## config.mk

```make
export PLATFORM = sky130hd
export DESIGN_NAME = pges_ctrl
export DESIGN_NICKNAME = d
export VERILOG_FILES = /design/src/rtl/pges_pkg.sv /design/src/rtl/pges_ctrl.sv
export SDC_FILE = /design/constraint.sdc
export NUM_CORES = 1
export LEC_CHECK = 0
export ABC_AREA = 1
export ABC_CLOCK_PERIOD_IN_PS = 1750
export BUFFER_PORTS_ARGS = -buffer_cell sky130_fd_sc_hd__buf_2
export CORE_AREA = 2 2 39 41
export DETAILED_ROUTE_END_ITERATION = 7
export DIE_AREA = 0 0 41 43
export GPL_ROUTABILITY_DRIVEN = 0
export GPL_TIMING_DRIVEN = 0
export PLACE_DENSITY = 0.34
export SYNTH_ARGS = -nofsm -noshare
export SYNTH_HDL_FRONTEND = slang
export SYNTH_SLANG_ARGS = --single-unit
export TNS_END_PERCENT = 1
```

## constraint.sdc

```tcl
create_clock -name clk_i -period 1.75 [get_ports clk_i]
set_input_delay 0.0875 -clock clk_i [delete_from_list [all_inputs] [get_ports clk_i]]
set_output_delay 0.0875 -clock clk_i [all_outputs]
set_load 0.1 [all_outputs]
```

## src/rtl/pges_pkg.sv

```systemverilog
package pges_pkg;

  typedef enum logic [1:0] {
    CMD_NONE  = 2'd0,
    CMD_LOAD  = 2'd1,
    CMD_START = 2'd2
  } pges_cmd_e;

  typedef struct packed {
    logic done;
  } pges_status_t;

  // command field of a request
  localparam logic OP_LOAD = 1'b0;
  localparam logic OP_STEP = 1'b1;

  localparam logic [1:0] REG_ATT_X = 2'd0;
  localparam logic [1:0] REG_ATT_Y = 2'd1;
  localparam logic [1:0] REG_ATT_Z = 2'd2;
  localparam logic [1:0] REG_MASS  = 2'd3;

  function automatic logic signed [31:0] sat32(input logic signed [33:0] v);
    if (v > 34'sd2147483647) begin
      return 32'sh7fffffff;
    end else if (v < -34'sd2147483648) begin
      return 32'sh80000000;
    end
    return v[31:0];
  endfunction

endpackage

```

## src/rtl/pges_ctrl.sv

```systemverilog
module pges_ctrl import pges_pkg::*; (
  input  logic         clk_i,
  input  logic         rst_ni,
  input  logic         in_valid,
  input  logic         in_cmd_i,
  output logic         in_stall,
  output logic         out_valid,
  input  logic         out_stall,
  output pges_cmd_e    cmd_o,
  input  pges_status_t status_i
);

  typedef enum logic [1:0] {ST_IDLE, ST_BUSY, ST_OUT} state_e;
  state_e state_q;

  assign in_stall  = (state_q == ST_BUSY) || (state_q == ST_OUT && out_stall);
  assign out_valid = (state_q == ST_OUT);

  always_comb begin
    cmd_o = CMD_NONE;
    if (in_valid && !in_stall) begin
      cmd_o = (in_cmd_i == OP_STEP) ? CMD_START : CMD_LOAD;
    end
  end

  always_ff @(posedge clk_i or negedge rst_ni) begin
    if (!rst_ni) begin
      state_q <= ST_IDLE;
    end else begin
      unique case (state_q)
        ST_IDLE, ST_OUT: begin
          if (in_valid && !in_stall) begin
            state_q <= (in_cmd_i == OP_STEP) ? ST_BUSY : ST_OUT;
          end else if (state_q == ST_OUT && !out_stall) begin
            state_q <= ST_IDLE;
          end
        end
        ST_BUSY: if (status_i.done) state_q <= ST_OUT;
        default: state_q <= ST_IDLE;
      endcase
    end
  end

endmodule

```

==> flow_summary.ini <==
[status]
status = finished, final reports clean

[route]
dr.pass1.iters = 1
wl_um = 319
wl_per_cell_um = 6.79
drc = 0
first_iter_violations = 0
dr_total_vias = 157
antenna_left = 0
via_per_inst = 3.34

[timing]
hold_violations = 0
layout_min_cycle_time_ps = 1500
relSlewSlack_pct = 67.9
skew_ps = 4.73
fmax_mhz = 667
fin_setup_tns_ps = 0
final.period_utilization_pct = 85.7
tightestPinTransition_ps = 485
setup-violations-final = 0
drv_slew = 0
grt_setup_unrepaired = no
fin_ws_ps = 250

[pwr]
p_clk_share_pct = 21.2
power.switching_uw = 293
combPwrFrac_pct = 62.3
p_leak_nw = 0.140
p_sw_share_pct = 60.9
intPower_uw = 188
p_per_area_nw_per_um2 = 2090
power_frac_seq_pct = 16.5
ir_worst_vdd_mv = 0.340

[logic_synthesis]
synth_area_per_cell_um2 = 7.23
synth-xor-area-share_pct = 0
synthAdderAreaFrac_pct = 0
ys_warn_count = 0
netlist_area_um2 = 130
ys_ff_latch = 2
yosysSeqAreaShare_pct = 38.5
synthMuxAreaShare_pct = 0
synthSimpleGateAreaFrac_pct = 35.6
synth_compound_area_share_pct = 11.5
synth_top_family_by_area = simple AND/OR/NAND/NOR gates
synth_fp_nets = 24
syn_inst = 18
ys_types = 8

[final_layout]
drive_gt1_share_pct = 45.2
reg_top3 = state_q x2
fillers = 154
num_antenna_cells = 0
fin_nets = 39
syn2layout_area_growth_pct = 76.9
largest_register_ffs = 2
regMostFlops = state_q

[cts]
tritoncts = done
root_buffer = clkbuf_4
cts_buffers = 3
post_cts_resized = 0
cts.sinks = 2
clkTransAtPathRegs_ps = 30
clock_path_buffers = 2
clkLatencyLatePin_ps = 230
cts_max_level = 1

[floorplan]
core-area_um2 = 1380
ioPinCount = 10
row_count = 14
start_util_pct = 9.40
die_area_um2 = 1760
die_y_um = 43
die-width_um = 41

[job]
drv_cap = 0

[global_route]
antenna_found_initial = 0
grt_max_degree = 7
grt_pass1_wl_um = 510
grt_pass1_vias = 144
grt_use_total_pct = 5.21
overflow = 0

[placed_design]
dpl_worst_slack_ps = 472
port_buffers = 9

[critical_path]
startpoint_type = register
worst-setup-path-type = reg2out
end_kind = output port
cp.required_ps = 1660
cp_max_fo = 6
cp.arrival_ps = 1410

[worst_hold_path]
hp-class = in2async
layout by cell type (no fill, tap or decap):
master and count:
nand4_1 2, inv_1 5, nand2_1 3, clkbuf_4 3, nand3_2 1, buf_2 9
nor2_2 1, nand3_1 1, nor2_1 1, dfrtp_1 2, dlygate4sd3_1 1, o21bai_1 2
cell usage after synthesis (all sizes together):
| library cell | instances | area share (%) |
|---|---|---|
| dfrtp | 2 | 38 |
| inv | 5 | 14 |
| nand2 | 3 | 8.7 |
| nand3 | 2 | 12 |
| nand4 | 2 | 9.6 |
| nor2 | 2 | 5.8 |
| o21bai | 2 | 12 |
cell type report:
type | instances | area [µm²] | share of cell area, %
clock buffers | 3 | 22.5 | 9.78
multi-input cells | 11 | 63.8 | 27.7
inverters | 5 | 18.8 | 8.15
flip-flops and latches | 2 | 50.0 | 21.7
well taps | 16 | 20.0 | 8.70
repair buffers | 10 | 55.1 | 23.9
repair_timing:
item	4_1_cts	5_1_grt
setup buffers	0	0
endpoints found under the hold margin	2	0
hold buffers	1	0
power by group through the flow:
stage               Combinational [mW]  Clock, mW  Sequential [mW]
finish                           0.299      0.102           0.0792
global route                     0.312      0.113           0.0826
CTS                              0.302      0.106           0.0798
detailed placement               0.300          0           0.0799
global placement                 0.301          0           0.0808
floorplan                        0.260          0           0.0772
critical path: stages (launching register included):
cell and delay, ps:
dfrtp_1 420, nand2_1 150, nand4_1 140, inv_1 70, buf_2 410
layer usage:
layer | up-vias | global-route usage, % | share of wire [%]
met5 | - | 0 | 0
met4 | 0 | 6.00 | 0
met3 | 0 | 6.28 | 11
met2 | 7 | 5.94 | 53
met1 | 67 | 3.83 | 36
li1 | 83 | - | -
through the flow:
step / instances / hold slack (ps) / total power, mW / instance area [µm²] / utilization [%]
detailed placement: 43 / -126 / 0.380 / 198 / 14.3
global placement: 43 / -124 / 0.382 / 198 / 14.3
floorplan: 18 / -208 / 0.337 / 133 / -
CTS: 47 / 181 / 0.488 / 230 / 16.6
finish: 47 / 181 / 0.480 / 230 / 16.6
global route: 47 / 176 / 0.507 / 230 / 16.6
path summary, 6_finish.rpt:
kind / from / cells past startpoint / end / slack (ps)
setup / recovery: state_q[0] / 4 / cmd_o[0] / 250
hold reg to reg: state_q[0] / 1 / state_q[1] / 550
hold / removal: rst_ni / 2 / state_q[1] / 180
max in group asynchronous: rst_ni / 2 / state_q[0] / 1470
setup reg to reg: state_q[1] / 4 / state_q[0] / 830
min in group clk_i: status_i / 3 / state_q[0] / 180
logic make-up (layout without fill, tap and decap cells):
kind of cell    Yosys count  after routing
buf+inv                   5             18
simple gates              9              9
flops                     2              2
compound gates            2              2
Power figures use the tool's default switching activity.
